## src/sv/vit_pkg.sv

```systemverilog
// ----------------------------------------------------------------------------
// vit_pkg: shared types and constants of the vsync interval tracker
// Holds default parameter values, register indexes, reset values, the
// fixed-point weights of the drift average, function codes and states.
// ----------------------------------------------------------------------------
package vit_pkg;

  // Default parameter values.
  localparam int HistoryDepthDefault = 10;
  localparam int TimeBitsDefault     = 48;

  // Configuration register indexes.
  localparam logic [7:0] CFG_DRIFT_WINDOW   = 8'd0;
  localparam logic [7:0] CFG_STATS_FALLBACK = 8'd1;
  localparam logic [7:0] CFG_QUERY_FALLBACK = 8'd2;
  localparam logic [7:0] CFG_HALF_VBLANK    = 8'd3;

  // Register reset values.
  localparam logic [15:0] DRIFT_WINDOW_RST   = 16'd300;
  localparam logic [31:0] STATS_FALLBACK_RST = 32'd166667;
  localparam logic [31:0] QUERY_FALLBACK_RST = 32'd166667;

  // Drift average weights in Q16: keep = 1 - 0.05, alpha = 0.05.
  localparam logic [15:0]        KEEP_Q16  = 16'd62259;
  localparam logic signed [13:0] ALPHA_Q16 = 14'sd3277;

  // Drift average reset: one tick in signed Q24.16.
  localparam logic signed [39:0] DRIFT_RST = 40'sd65536;

  // Function codes of an input item.
  localparam logic FUNC_SAMPLE = 1'b0;
  localparam logic FUNC_QUERY  = 1'b1;

  // Sequencer states.
  typedef enum logic [10:0] {
    ST_IDLE    = 11'b000_0000_0001,
    ST_EVAL    = 11'b000_0000_0010,
    ST_MUL     = 11'b000_0000_0100,
    ST_DRIFT   = 11'b000_0000_1000,
    ST_CHKIV   = 11'b000_0001_0000,
    ST_IVDIV   = 11'b000_0010_0000,
    ST_HIST    = 11'b000_0100_0000,
    ST_AVGDIV  = 11'b000_1000_0000,
    ST_QDIV    = 11'b001_0000_0000,
    ST_HALF    = 11'b010_0000_0000,
    ST_DONE    = 11'b100_0000_0000
  } state_e;

endpackage

```

## src/sv/vit_ram.sv

```systemverilog
// ----------------------------------------------------------------------------
// vit_ram: generic single-write, single-read RAM
// One write port and one read port with registered read data.
// ----------------------------------------------------------------------------
module vit_ram #(
  parameter int WIDTH = 32,
  parameter int DEPTH = 10,
  localparam int AW = (DEPTH > 1) ? $clog2(DEPTH) : 1
) (
  input  logic             clk_i,
  input  logic             we_i,
  input  logic [AW-1:0]    waddr_i,
  input  logic [WIDTH-1:0] wdata_i,
  input  logic [AW-1:0]    raddr_i,
  output logic [WIDTH-1:0] rdata_o
);

  logic [WIDTH-1:0] mem_q [DEPTH];

  // Write port and registered read port.
  always_ff @(posedge clk_i) begin
    if (we_i) begin
      mem_q[waddr_i] <= wdata_i;
    end
    rdata_o <= mem_q[raddr_i];
  end

endmodule

```

## src/sv/vit_div.sv

```systemverilog
// ----------------------------------------------------------------------------
// vit_div: bit-serial restoring divider
// Divides a DW-bit dividend by a 32-bit divisor, one quotient bit per cycle.
// ----------------------------------------------------------------------------
module vit_div #(
  parameter int DW = 48,
  localparam int CW = $clog2(DW + 1)
) (
  input  logic          clk_i,
  input  logic          rst_ni,
  input  logic          start_i,
  input  logic [DW-1:0] dividend_i,
  input  logic [31:0]   divisor_i,
  output logic          busy_o,
  output logic [DW-1:0] quotient_o,
  output logic [31:0]   remainder_o
);

  logic [31:0]   rem_q, rem_d;
  logic [DW-1:0] quo_q, quo_d;
  logic [31:0]   den_q, den_d;
  logic [CW-1:0] cnt_q, cnt_d;
  logic          busy_q, busy_d;
  logic [32:0]   shifted;
  logic          fits;

  // One restoring step: shift in the next dividend bit and try a subtract.
  always_comb begin
    shifted = {rem_q, quo_q[DW-1]};
    fits    = (shifted >= {1'b0, den_q});
    rem_d   = rem_q;
    quo_d   = quo_q;
    den_d   = den_q;
    cnt_d   = cnt_q;
    busy_d  = busy_q;
    if (start_i) begin
      rem_d  = '0;
      quo_d  = dividend_i;
      den_d  = divisor_i;
      cnt_d  = CW'(DW);
      busy_d = 1'b1;
    end else if (busy_q) begin
      rem_d = fits ? 32'(shifted - {1'b0, den_q}) : shifted[31:0];
      quo_d = {quo_q[DW-2:0], fits};
      cnt_d = cnt_q - CW'(1);
      if (cnt_q == CW'(1)) begin
        busy_d = 1'b0;
      end
    end
  end

  always_ff @(posedge clk_i or negedge rst_ni) begin
    if (!rst_ni) begin
      busy_q <= 1'b0;
      cnt_q  <= '0;
    end else begin
      busy_q <= busy_d;
      cnt_q  <= cnt_d;
    end
  end

  always_ff @(posedge clk_i) begin
    rem_q <= rem_d;
    quo_q <= quo_d;
    den_q <= den_d;
  end

  assign busy_o      = busy_q;
  assign quotient_o  = quo_q;
  assign remainder_o = rem_q;

endmodule

```

## src/sv/vsync_interval_tracker_core.sv

```systemverilog
// ----------------------------------------------------------------------------
// vsync_interval_tracker_core: vsync interval and next-vblank estimator
// Tracks a moving average of vsync intervals and a slow drift average, and
// answers next-vblank queries.
//
//   Channel  | Handshake                | Payload
//   ---------+--------------------------+------------------------------------
//   in       | in_valid_i / in_ready_o  | func, stats_valid, refresh_count,
//            |                          | sync_time, prior_target, now_time
//   out      | out_valid_o / out_ready_i| avg_interval, drift_ticks,
//            |                          | next_vblank, display_period
//   cfg      | cfg_valid_i / cfg_ready_o| cfg_index_i, cfg_data_i
//
// One item is in work at a time. A valid sample may run a serial multiply
// over the 16 bits of the keep weight for the drift average and up to two
// passes of the bit-serial divider (DW = max(TIME_BITS, sum width)). A
// query uses at most one divider pass. The result sits in an output
// register; a stalled output holds the sequencer at its last step. Reset
// needs no clearing pass.
// ----------------------------------------------------------------------------
module vsync_interval_tracker_core #(
  parameter int HISTORY_DEPTH = vit_pkg::HistoryDepthDefault,
  parameter int TIME_BITS     = vit_pkg::TimeBitsDefault
) (
  input  logic                 clk_i,
  input  logic                 rst_ni,
  // Input item channel.
  input  logic                 in_valid_i,
  output logic                 in_ready_o,
  input  logic                 func_i,
  input  logic                 stats_valid_i,
  input  logic [31:0]          refresh_count_i,
  input  logic [TIME_BITS-1:0] sync_time_i,
  input  logic [TIME_BITS-1:0] prior_target_i,
  input  logic [TIME_BITS-1:0] now_time_i,
  // Result channel.
  output logic                 out_valid_o,
  input  logic                 out_ready_i,
  output logic [31:0]          avg_interval_o,
  output logic signed [16:0]   drift_ticks_o,
  output logic [TIME_BITS-1:0] next_vblank_o,
  output logic [31:0]          display_period_o,
  // Configuration channel.
  input  logic                 cfg_valid_i,
  output logic                 cfg_ready_o,
  input  logic [7:0]           cfg_index_i,
  input  logic [31:0]          cfg_data_i
);

  localparam int T     = TIME_BITS;
  localparam int FW    = $clog2(HISTORY_DEPTH + 1);
  localparam int PW    = (HISTORY_DEPTH > 1) ? $clog2(HISTORY_DEPTH) : 1;
  localparam int SW    = 32 + FW;
  localparam int DW    = (T > SW) ? T : SW;
  localparam int MW    = 56;
  localparam logic signed [29:0] ALPHA_WIDE = 30'(vit_pkg::ALPHA_Q16);

  vit_pkg::state_e state_q, state_d;

  // Configuration registers.
  logic [15:0] win_q;
  logic [31:0] sfi_q;
  logic [31:0] qfi_q;
  logic        half_q;

  // Tracking state.
  logic [31:0]        last_refresh_q, last_refresh_d;
  logic [T-1:0]       last_sync_q, last_sync_d;
  logic signed [39:0] drift_q, drift_d;
  logic [SW-1:0]      sum_q, sum_d;
  logic [FW-1:0]      fill_q, fill_d;
  logic [PW-1:0]      pos_q, pos_d;
  logic [31:0]        avg_q, avg_d;

  // Item registers.
  logic               func_q;
  logic               sv_q;
  logic [31:0]        rc_q;
  logic [T-1:0]       st_q;
  logic [T-1:0]       pt_q;
  logic [T-1:0]       now_q;
  logic [31:0]        src_q, src_d;
  logic [T-1:0]       elap_q, elap_d;
  logic               ivok_q, ivok_d;
  logic [15:0]        dmag_q, dmag_d;
  logic               dneg_q, dneg_d;
  logic signed [MW-1:0] acc_q, acc_d;
  logic signed [MW-1:0] mcand_q, mcand_d;
  logic [3:0]         mcnt_q, mcnt_d;
  logic [31:0]        iv_q, iv_d;
  logic [T-1:0]       target_q, target_d;
  logic [31:0]        period_q, period_d;

  // Output register.
  logic               ovalid_q, ovalid_d;
  logic [31:0]        oavg_q, oavg_d;
  logic signed [16:0] odt_q, odt_d;
  logic [T-1:0]       onext_q, onext_d;
  logic [31:0]        oper_q, oper_d;

  // Divider and history memory hookup.
  logic          div_start;
  logic [DW-1:0] div_dividend;
  logic [31:0]   div_divisor;
  logic          div_busy;
  logic [DW-1:0] div_quo;
  logic [31:0]   div_rem;
  logic          ram_we;
  logic [31:0]   ram_rdata;

  // Combinational helpers.
  logic signed [23:0] dt_full;
  logic [T-1:0]       ediff;
  logic [T-1:0]       ddiff;
  logic [T-1:0]       dmag_full;
  logic [T-1:0]       next_t;
  logic [T-1:0]       qdiff;
  logic [T-1:0]       t2;
  logic [T-1:0]       t2diff;
  logic [31:0]        half_iv;
  logic signed [16:0] d_s;
  logic signed [29:0] dprod;
  logic signed [MW-1:0] num;
  logic [31:0]        iv_sat;
  logic [SW-1:0]      sum_new;
  logic [FW-1:0]      fill_new;

  vit_div #(.DW(DW)) u_div (
    .clk_i       (clk_i),
    .rst_ni      (rst_ni),
    .start_i     (div_start),
    .dividend_i  (div_dividend),
    .divisor_i   (div_divisor),
    .busy_o      (div_busy),
    .quotient_o  (div_quo),
    .remainder_o (div_rem)
  );

  vit_ram #(.WIDTH(32), .DEPTH(HISTORY_DEPTH)) u_hist (
    .clk_i   (clk_i),
    .we_i    (ram_we),
    .waddr_i (pos_q),
    .wdata_i (iv_q),
    .raddr_i (pos_q),
    .rdata_o (ram_rdata)
  );

  // Drift average truncated toward zero to whole ticks.
  assign dt_full = drift_q[39:16] +
                   24'((drift_q[39] && (drift_q[15:0] != 16'd0)) ? 1 : 0);

  // Time differences on the latched item.
  assign ediff     = st_q - last_sync_q;
  assign ddiff     = st_q - pt_q;
  assign dmag_full = ddiff[T-1] ? (T'(0) - ddiff) : ddiff;
  assign next_t    = last_sync_q + T'(dt_full);
  assign qdiff     = now_q - next_t;
  assign half_iv   = {1'b0, iv_q[31:1]};
  assign t2        = target_q - T'(half_iv);
  assign t2diff    = t2 - now_q;

  // Drift update terms.
  assign d_s   = dneg_q ? (17'sd0 - $signed({1'b0, dmag_q})) : $signed({1'b0, dmag_q});
  assign dprod = d_s * ALPHA_WIDE;
  assign num   = acc_q + $signed({{10{dprod[29]}}, dprod, 16'b0}) + MW'(32768);

  // Saturated interval and new history totals.
  assign iv_sat   = (div_quo[DW-1:32] != '0) ? 32'hFFFF_FFFF : div_quo[31:0];
  assign sum_new  = ((fill_q >= FW'(HISTORY_DEPTH)) ? (sum_q - SW'(ram_rdata)) : sum_q)
                    + SW'(iv_q);
  assign fill_new = (fill_q >= FW'(HISTORY_DEPTH)) ? fill_q : (fill_q + FW'(1));

  // Sequencer.
  always_comb begin
    state_d        = state_q;
    last_refresh_d = last_refresh_q;
    last_sync_d    = last_sync_q;
    drift_d        = drift_q;
    sum_d          = sum_q;
    fill_d         = fill_q;
    pos_d          = pos_q;
    avg_d          = avg_q;
    src_d          = src_q;
    elap_d         = elap_q;
    ivok_d         = ivok_q;
    dmag_d         = dmag_q;
    dneg_d         = dneg_q;
    acc_d          = acc_q;
    mcand_d        = mcand_q;
    mcnt_d         = mcnt_q;
    iv_d           = iv_q;
    target_d       = target_q;
    period_d       = period_q;
    ovalid_d       = ovalid_q;
    oavg_d         = oavg_q;
    odt_d          = odt_q;
    onext_d        = onext_q;
    oper_d         = oper_q;
    div_start      = 1'b0;
    div_dividend   = '0;
    div_divisor    = '0;
    ram_we         = 1'b0;

    // The output register empties on a transfer.
    if (ovalid_q && out_ready_i) begin
      ovalid_d = 1'b0;
    end

    case (state_q)
      vit_pkg::ST_IDLE: begin
        if (in_valid_i) begin
          state_d = vit_pkg::ST_EVAL;
        end
      end

      vit_pkg::ST_EVAL: begin
        target_d = '0;
        period_d = '0;
        if (func_q == vit_pkg::FUNC_SAMPLE) begin
          if (!sv_q) begin
            // Statistics unavailable: fall back.
            last_sync_d = now_q;
            avg_d       = sfi_q;
            state_d     = vit_pkg::ST_DONE;
          end else begin
            src_d  = (rc_q != 32'd0 && last_refresh_q != 32'd0) ?
                     (rc_q - last_refresh_q) : 32'd0;
            elap_d = (st_q != '0 && last_sync_q != '0) ? ediff : '0;
            ivok_d = (st_q != '0 && last_sync_q != '0) && !ediff[T-1] && (ediff != '0);
            last_refresh_d = rc_q;
            last_sync_d    = st_q;
            dmag_d  = dmag_full[15:0];
            dneg_d  = ddiff[T-1];
            acc_d   = '0;
            mcand_d = MW'(drift_q);
            mcnt_d  = '0;
            if (pt_q != '0 && dmag_full < T'(win_q)) begin
              state_d = vit_pkg::ST_MUL;
            end else begin
              state_d = vit_pkg::ST_CHKIV;
            end
          end
        end else begin
          if (last_sync_q == '0 || avg_q == 32'd0) begin
            iv_d     = qfi_q;
            target_d = now_q + T'(qfi_q);
            state_d  = vit_pkg::ST_HALF;
          end else begin
            iv_d = avg_q;
            if (!qdiff[T-1] && qdiff != '0) begin
              div_start    = 1'b1;
              div_dividend = DW'(qdiff);
              div_divisor  = avg_q;
              state_d      = vit_pkg::ST_QDIV;
            end else begin
              target_d = next_t;
              state_d  = vit_pkg::ST_HALF;
            end
          end
        end
      end

      // Serial shift-add of the drift average by the keep weight.
      vit_pkg::ST_MUL: begin
        if (vit_pkg::KEEP_Q16[mcnt_q]) begin
          acc_d = acc_q + mcand_q;
        end
        mcand_d = mcand_q <<< 1;
        mcnt_d  = mcnt_q + 4'd1;
        if (mcnt_q == 4'd15) begin
          state_d = vit_pkg::ST_DRIFT;
        end
      end

      vit_pkg::ST_DRIFT: begin
        drift_d = num[55:16];
        state_d = vit_pkg::ST_CHKIV;
      end

      vit_pkg::ST_CHKIV: begin
        if (src_q != 32'd0 && ivok_q) begin
          div_start    = 1'b1;
          div_dividend = DW'(elap_q);
          div_divisor  = src_q;
          state_d      = vit_pkg::ST_IVDIV;
        end else begin
          state_d = vit_pkg::ST_DONE;
        end
      end

      vit_pkg::ST_IVDIV: begin
        if (!div_busy) begin
          iv_d    = iv_sat;
          state_d = vit_pkg::ST_HIST;
        end
      end

      // Write the new interval (over the oldest once full) and start the mean.
      vit_pkg::ST_HIST: begin
        ram_we       = 1'b1;
        sum_d        = sum_new;
        fill_d       = fill_new;
        pos_d        = (pos_q == PW'(HISTORY_DEPTH - 1)) ? '0 : (pos_q + PW'(1));
        div_start    = 1'b1;
        div_dividend = DW'(sum_new);
        div_divisor  = 32'(fill_new);
        state_d      = vit_pkg::ST_AVGDIV;
      end

      vit_pkg::ST_AVGDIV: begin
        if (!div_busy) begin
          avg_d   = div_quo[31:0];
          state_d = vit_pkg::ST_DONE;
        end
      end

      // Round up to the next whole interval at or after now.
      vit_pkg::ST_QDIV: begin
        if (!div_busy) begin
          target_d = now_q + ((div_rem != 32'd0) ? T'(iv_q - div_rem) : '0);
          state_d  = vit_pkg::ST_HALF;
        end
      end

      vit_pkg::ST_HALF: begin
        if (half_q) begin
          period_d = half_iv;
          if (!t2diff[T-1] && t2diff != '0) begin
            target_d = t2;
          end
        end else begin
          period_d = iv_q;
        end
        state_d = vit_pkg::ST_DONE;
      end

      vit_pkg::ST_DONE: begin
        if (!ovalid_q || out_ready_i) begin
          ovalid_d = 1'b1;
          oavg_d   = avg_q;
          odt_d    = dt_full[16:0];
          onext_d  = target_q;
          oper_d   = period_q;
          state_d  = vit_pkg::ST_IDLE;
        end
      end

      default: begin
        state_d = vit_pkg::ST_IDLE;
      end
    endcase
  end

  // Control and tracking state.
  always_ff @(posedge clk_i or negedge rst_ni) begin
    if (!rst_ni) begin
      state_q        <= vit_pkg::ST_IDLE;
      ovalid_q       <= 1'b0;
      last_refresh_q <= '0;
      last_sync_q    <= '0;
      drift_q        <= vit_pkg::DRIFT_RST;
      sum_q          <= '0;
      fill_q         <= '0;
      pos_q          <= '0;
      avg_q          <= '0;
      mcnt_q         <= '0;
    end else begin
      state_q        <= state_d;
      ovalid_q       <= ovalid_d;
      last_refresh_q <= last_refresh_d;
      last_sync_q    <= last_sync_d;
      drift_q        <= drift_d;
      sum_q          <= sum_d;
      fill_q         <= fill_d;
      pos_q          <= pos_d;
      avg_q          <= avg_d;
      mcnt_q         <= mcnt_d;
    end
  end

  // Configuration registers.
  always_ff @(posedge clk_i or negedge rst_ni) begin
    if (!rst_ni) begin
      win_q  <= vit_pkg::DRIFT_WINDOW_RST;
      sfi_q  <= vit_pkg::STATS_FALLBACK_RST;
      qfi_q  <= vit_pkg::QUERY_FALLBACK_RST;
      half_q <= 1'b0;
    end else if (cfg_valid_i) begin
      case (cfg_index_i)
        vit_pkg::CFG_DRIFT_WINDOW:   win_q  <= cfg_data_i[15:0];
        vit_pkg::CFG_STATS_FALLBACK: sfi_q  <= cfg_data_i;
        vit_pkg::CFG_QUERY_FALLBACK: qfi_q  <= cfg_data_i;
        vit_pkg::CFG_HALF_VBLANK:    half_q <= cfg_data_i[0];
        default: ;
      endcase
    end
  end

  // Payload registers.
  always_ff @(posedge clk_i) begin
    if (in_valid_i && in_ready_o) begin
      func_q <= func_i;
      sv_q   <= stats_valid_i;
      rc_q   <= refresh_count_i;
      st_q   <= sync_time_i;
      pt_q   <= prior_target_i;
      now_q  <= now_time_i;
    end
    src_q    <= src_d;
    elap_q   <= elap_d;
    ivok_q   <= ivok_d;
    dmag_q   <= dmag_d;
    dneg_q   <= dneg_d;
    acc_q    <= acc_d;
    mcand_q  <= mcand_d;
    iv_q     <= iv_d;
    target_q <= target_d;
    period_q <= period_d;
    oavg_q   <= oavg_d;
    odt_q    <= odt_d;
    onext_q  <= onext_d;
    oper_q   <= oper_d;
  end

  assign in_ready_o       = (state_q == vit_pkg::ST_IDLE);
  assign cfg_ready_o      = 1'b1;
  assign out_valid_o      = ovalid_q;
  assign avg_interval_o   = oavg_q;
  assign drift_ticks_o    = odt_q;
  assign next_vblank_o    = onext_q;
  assign display_period_o = oper_q;

endmodule
```

## config.mk

```make
export PLATFORM = sky130hd
export DESIGN_NAME = vsync_interval_tracker_core
export DESIGN_NICKNAME = d
export VERILOG_FILES = /design/src/sv/vit_pkg.sv /design/src/sv/vit_ram.sv /design/src/sv/vit_div.sv /design/src/sv/vsync_interval_tracker_core.sv
export SDC_FILE = /design/constraint.sdc
export NUM_CORES = 2
export LEC_CHECK = 0
export ABC_AREA = 1
export BUFFER_PORTS_ARGS = -buffer_cell sky130_fd_sc_hd__buf_2
export CORE_MARGIN = 1
export CORE_UTILIZATION = 45
export CTS_BUF_LIST = sky130_fd_sc_hd__clkbuf_8 sky130_fd_sc_hd__clkbuf_16
export CTS_CLUSTER_DIAMETER = 80
export CTS_CLUSTER_SIZE = 40
export DETAILED_ROUTE_END_ITERATION = 8
export GPL_TIMING_DRIVEN = 0
export SYNTH_ARGS = -nofsm -noshare
export SYNTH_HDL_FRONTEND = slang
export SYNTH_SLANG_ARGS = --single-unit
```

## constraint.sdc

```tcl
create_clock -name clk_i -period 21.8 [get_ports clk_i]
set_input_delay 1.09 -clock clk_i [delete_from_list [all_inputs] [get_ports clk_i]]
set_output_delay 1.09 -clock clk_i [all_outputs]
set_load 0.02 [all_outputs]
```

==> results.md <==
* First-pass iteration count of the detailed router at 8
* First-pass GRT wire length at 588.4 mm
* Reg-to-reg slack, setup at between 10 and 15 ns
* R2R depth at 36
* Post-Layout Cell Count at between 15000 and 20000
* Number of nets with antenna violations after routing at 0
* Syn_area_per_cell at 7.857 um^2
* Final Core Density at 49.69%
* Combinational power share at 1.9%
* Share of cells above drive strength 1 at under 10%
* Wirelength per Cell at between 20 and 30 um
* Crit path DAT at roughly 11 ns
* Total grt overflow at 0
* Initial DRC count at between 10000 and 15000
* Drt total wl at roughly 420 mm
* Register Area at 39720 um^2
* Fin Hold WS at approximately 0.33 ns
* Max Clock Skew at 0.08322 ns
* Internal power at 3.704 mW
* Final Max Slew Viols at 14
* Yosys top cell area share at a little under a third
* Placed wire-length estimate at about 350 mm
* Crit path top cell by count: nand2_1
* Clock Power Share at about two fifths
* Violated checks: capacitance limit, slew limit
* Start of the worst register-to-register path: drift_q[0]
* Post-synth top flop: edfxtp_1
* Max Cap Violations at 2
* Vias in the first global route at 84520
* Yosys warns at 0
* Area of the multi-input gates at about 51000 um^2
* Initial Util at between 40% and 50%
* Post-route minimum period at 10.18 ns
* Maximum VDD drop at ~0.000079 V
* Layout area overhead at 9.876%
* Die area at ~220000 um^2
* # DRC at 0
* Die width at approximately 470 um
* H-Tree Depth at 3
* IO Pins at ~360
* RSZ-0062 raised after global routing: no
* Status: finished, violations left
* Pin count of the biggest net entering global routing at around 110
* Crit Path Category: reg2reg
* Max Root-Sink Buffers at 3
* FILL cells at about 21000
* Setup tns final at 0 ns
* Final Hold Viols at 0
* Mapped Cells at ~12000
* Critical R2R Capture: u_div.den_q[23]
* Seq cells post-synth at 1393
* Synth unique cells at 67
* Cts hold-fix bufs at 0
* Power Density at ~46 nW/um^2
* Clock Latency Late Sink at 0.82 ns
* Mapped Nets at 13500
* IO Port Bufs at around 350
* Fin nets at approximately 14000
* CP required at approximately 22 ns
* Worst Setup SP: drift_q[0]
* Post-CTS resize count at 0
* FMAX at approximately 100 MHz
* Relative max-transition margin at -6.646%
* CP max FO at 41
* Net Sw Power at between 1 and 1.5 mW
* CP peak stage delay at ~0.8 ns
* Crit. End Element: register
* Post-synth EDFFs at 1029
* Placed Cells at between 15000 and 20000
* Net Sw Frac at about 25%
* Postcts setup bufs at 0
* Asr flop ratio synth at a little over a fifth
* Antenna violations before repair at 47
* Worst Tran Pin Value at 1.594 ns
* Root buf cell: clkbuf_16
* Tcrit/Tclk final at a little under half
* Clk pin slew, worst setup/hold paths at roughly 0.1 ns
* Slowest-stage cell, CP: xor2_1
* Routability Congestion at roughly 1.1
* Area leader, netlist: edfxtp_1
* Routed vias/inst at ~5.8
* Die Ht at around 470 um
* Worst path top cell family by delay: simple AND/OR/NAND/NOR gates
* Core area at between 200000 and 250000 um^2
* Share of power burned in registers at around 58%
* Critical Path Source Type: register
* Synth top area cells: edfxtp_1, nand2_1, ha_1, dfrtp_1, inv_1
* Hold Crit Class: in2async
* Buf+Inv Stages, Crit Path at 5
* Static Leak at 47.69 nW
* Tot GR Track Use at 37.11%
* CTS Buf Count at between 80 and 90
* CTS tree: built
* Clock sinks at ~1400
* Vias at just over 90000
* Register area share after synthesis at about 40%
* # rows at 171
* Final setup viols at 0
* Cell Area, Synth at about 100000 um^2
## worst max path at each step
stage                     cells past startpoint  slack, ns         endpoint
final                                        36      11.62  u_div.den_q[23]
after CTS                                    37      11.91      drift_q[39]
after global placement                        7       8.77        now_q[22]
after detailed placement                     37      11.96      drift_q[39]
after floorplan                               5      12.54           func_q
after global routing                         45      11.37  u_div.den_q[12]
## cell type report
type,count,share of cell area [%]
diodes,21,0.04875
plain buffers,260,0.9657
clock buffers,84,1.940
clock inverters,67,1.254
inverters,1818,6.331
multi-input cells,9016,47.04
flip-flops and latches,1393,36.84
well taps,2854,3.313
repair buffers,384,2.270
## power groups by stage
stage	clock, mW	combinational, mW	sequential, mW
floorplan	0	0.0369	2.89
global placement	0	0.0898	2.90
detailed placement	0	0.0931	2.90
CTS	2.01	0.0934	2.84
global route	2.10	0.104	2.85
finish	1.99	0.0944	2.85
## synthesized netlist by cell type, types with 22 or more instances
cell,number
ha_1,703
nand3b_1,28
a31oi_1,139
o21a_1,77
or2_2,87
a21oi_1,1024
buf_2,23
nand2_1,2674
nor4_1,94
nor2_1,1219
nor3_1,125
xor2_1,235
a221oi_1,35
a21o_1,65
o21ai_1,29
fa_1,82
dfrtp_1,278
dfstp_2,22
clkbuf_1,215
o21bai_1,45
dfxtp_1,64
inv_1,1800
o211ai_1,73
o22ai_1,49
a22oi_1,64
xnor2_1,145
o21ai_0,942
nand4_1,158
a21boi_0,38
edfxtp_1,1029
nand3_1,727
mux2i_1,32
## per-layer routing
metal	part of all wire, %	up-vias	track usage, %	routed length [um]
li1	-	43180	-	-
met3	10	611	8.193	43790
met2	41	4472	53.41	171100
met1	44	44470	54.02	185700
met4	4.2	30	13.80	17440
met5	0.055	-	0	231
## placed cells by master, fill, tap and decap left out, types with 22 or more instances in the layout
cell,instances
o21ai_0,942
or2_2,87
a21o_1,65
nor4_1,92
fa_1,82
edfxtp_1,1029
dfxtp_1,64
nand3b_1,28
clkbuf_1,214
o211ai_1,73
nor2_1,1206
nand4_1,158
ha_1,703
a31oi_1,139
dfstp_2,22
a21oi_1,1021
o22ai_1,49
o21bai_1,45
a22oi_1,64
a21boi_0,38
inv_1,1801
dfrtp_1,278
buf_2,376
o21a_1,77
mux2i_1,32
nor3_1,122
o21ai_1,29
a221oi_1,35
xnor2_1,145
clkinv_16,23
xor2_1,234
nand2_1,2673
clkbuf_16,83
nand3_1,727
## logic make-up (layout without fill, tap and decap cells)
logic type	count (synthesis)	after routing	share of synthesized area, %
AND/OR/NAND/NOR	5155	5155	21.96
AO/OA/AOI/OAI	2663	2663	15.18
buffers and inverters	2078	2613	8.014
flip-flops	1393	1393	40.48
adder cells (fa/ha/maj)	785	785	10.64
XOR/XNOR	380	380	3.392
multiplexers	32	32	0.3265
other	1	22	0.003822
## sequential cells by signal, summed over array words and instances (netlist names), 36 cells and up
signal	cells
acc_q	56
drift_q	40
elap_q	48
last_sync_q	48
mcand_q	56
next_vblank_o	48
now_q	48
pt_q	48
st_q	48
sum_q	36
target_q	48
u_div.quotient_o	48
u_hist.mem_q	320
## metrics by stage
| step | power (mW) | worst slack, ns | cell area, um^2 |
|---|---|---|---|
| 6_report | 4.931 | 11.62 | 107800 |
| 4_1_cts | 4.953 | 11.91 | 107700 |
| 2_1_floorplan | 2.927 | 12.54 | 98110 |
| 3_5_place_dp | 2.997 | 11.96 | 104300 |
| 3_3_place_gp | 2.993 | 8.770 | 103400 |
| 5_1_grt | 5.049 | 11.37 | 107800 |
No activity file was read; power rests on OpenSTA's default activity.
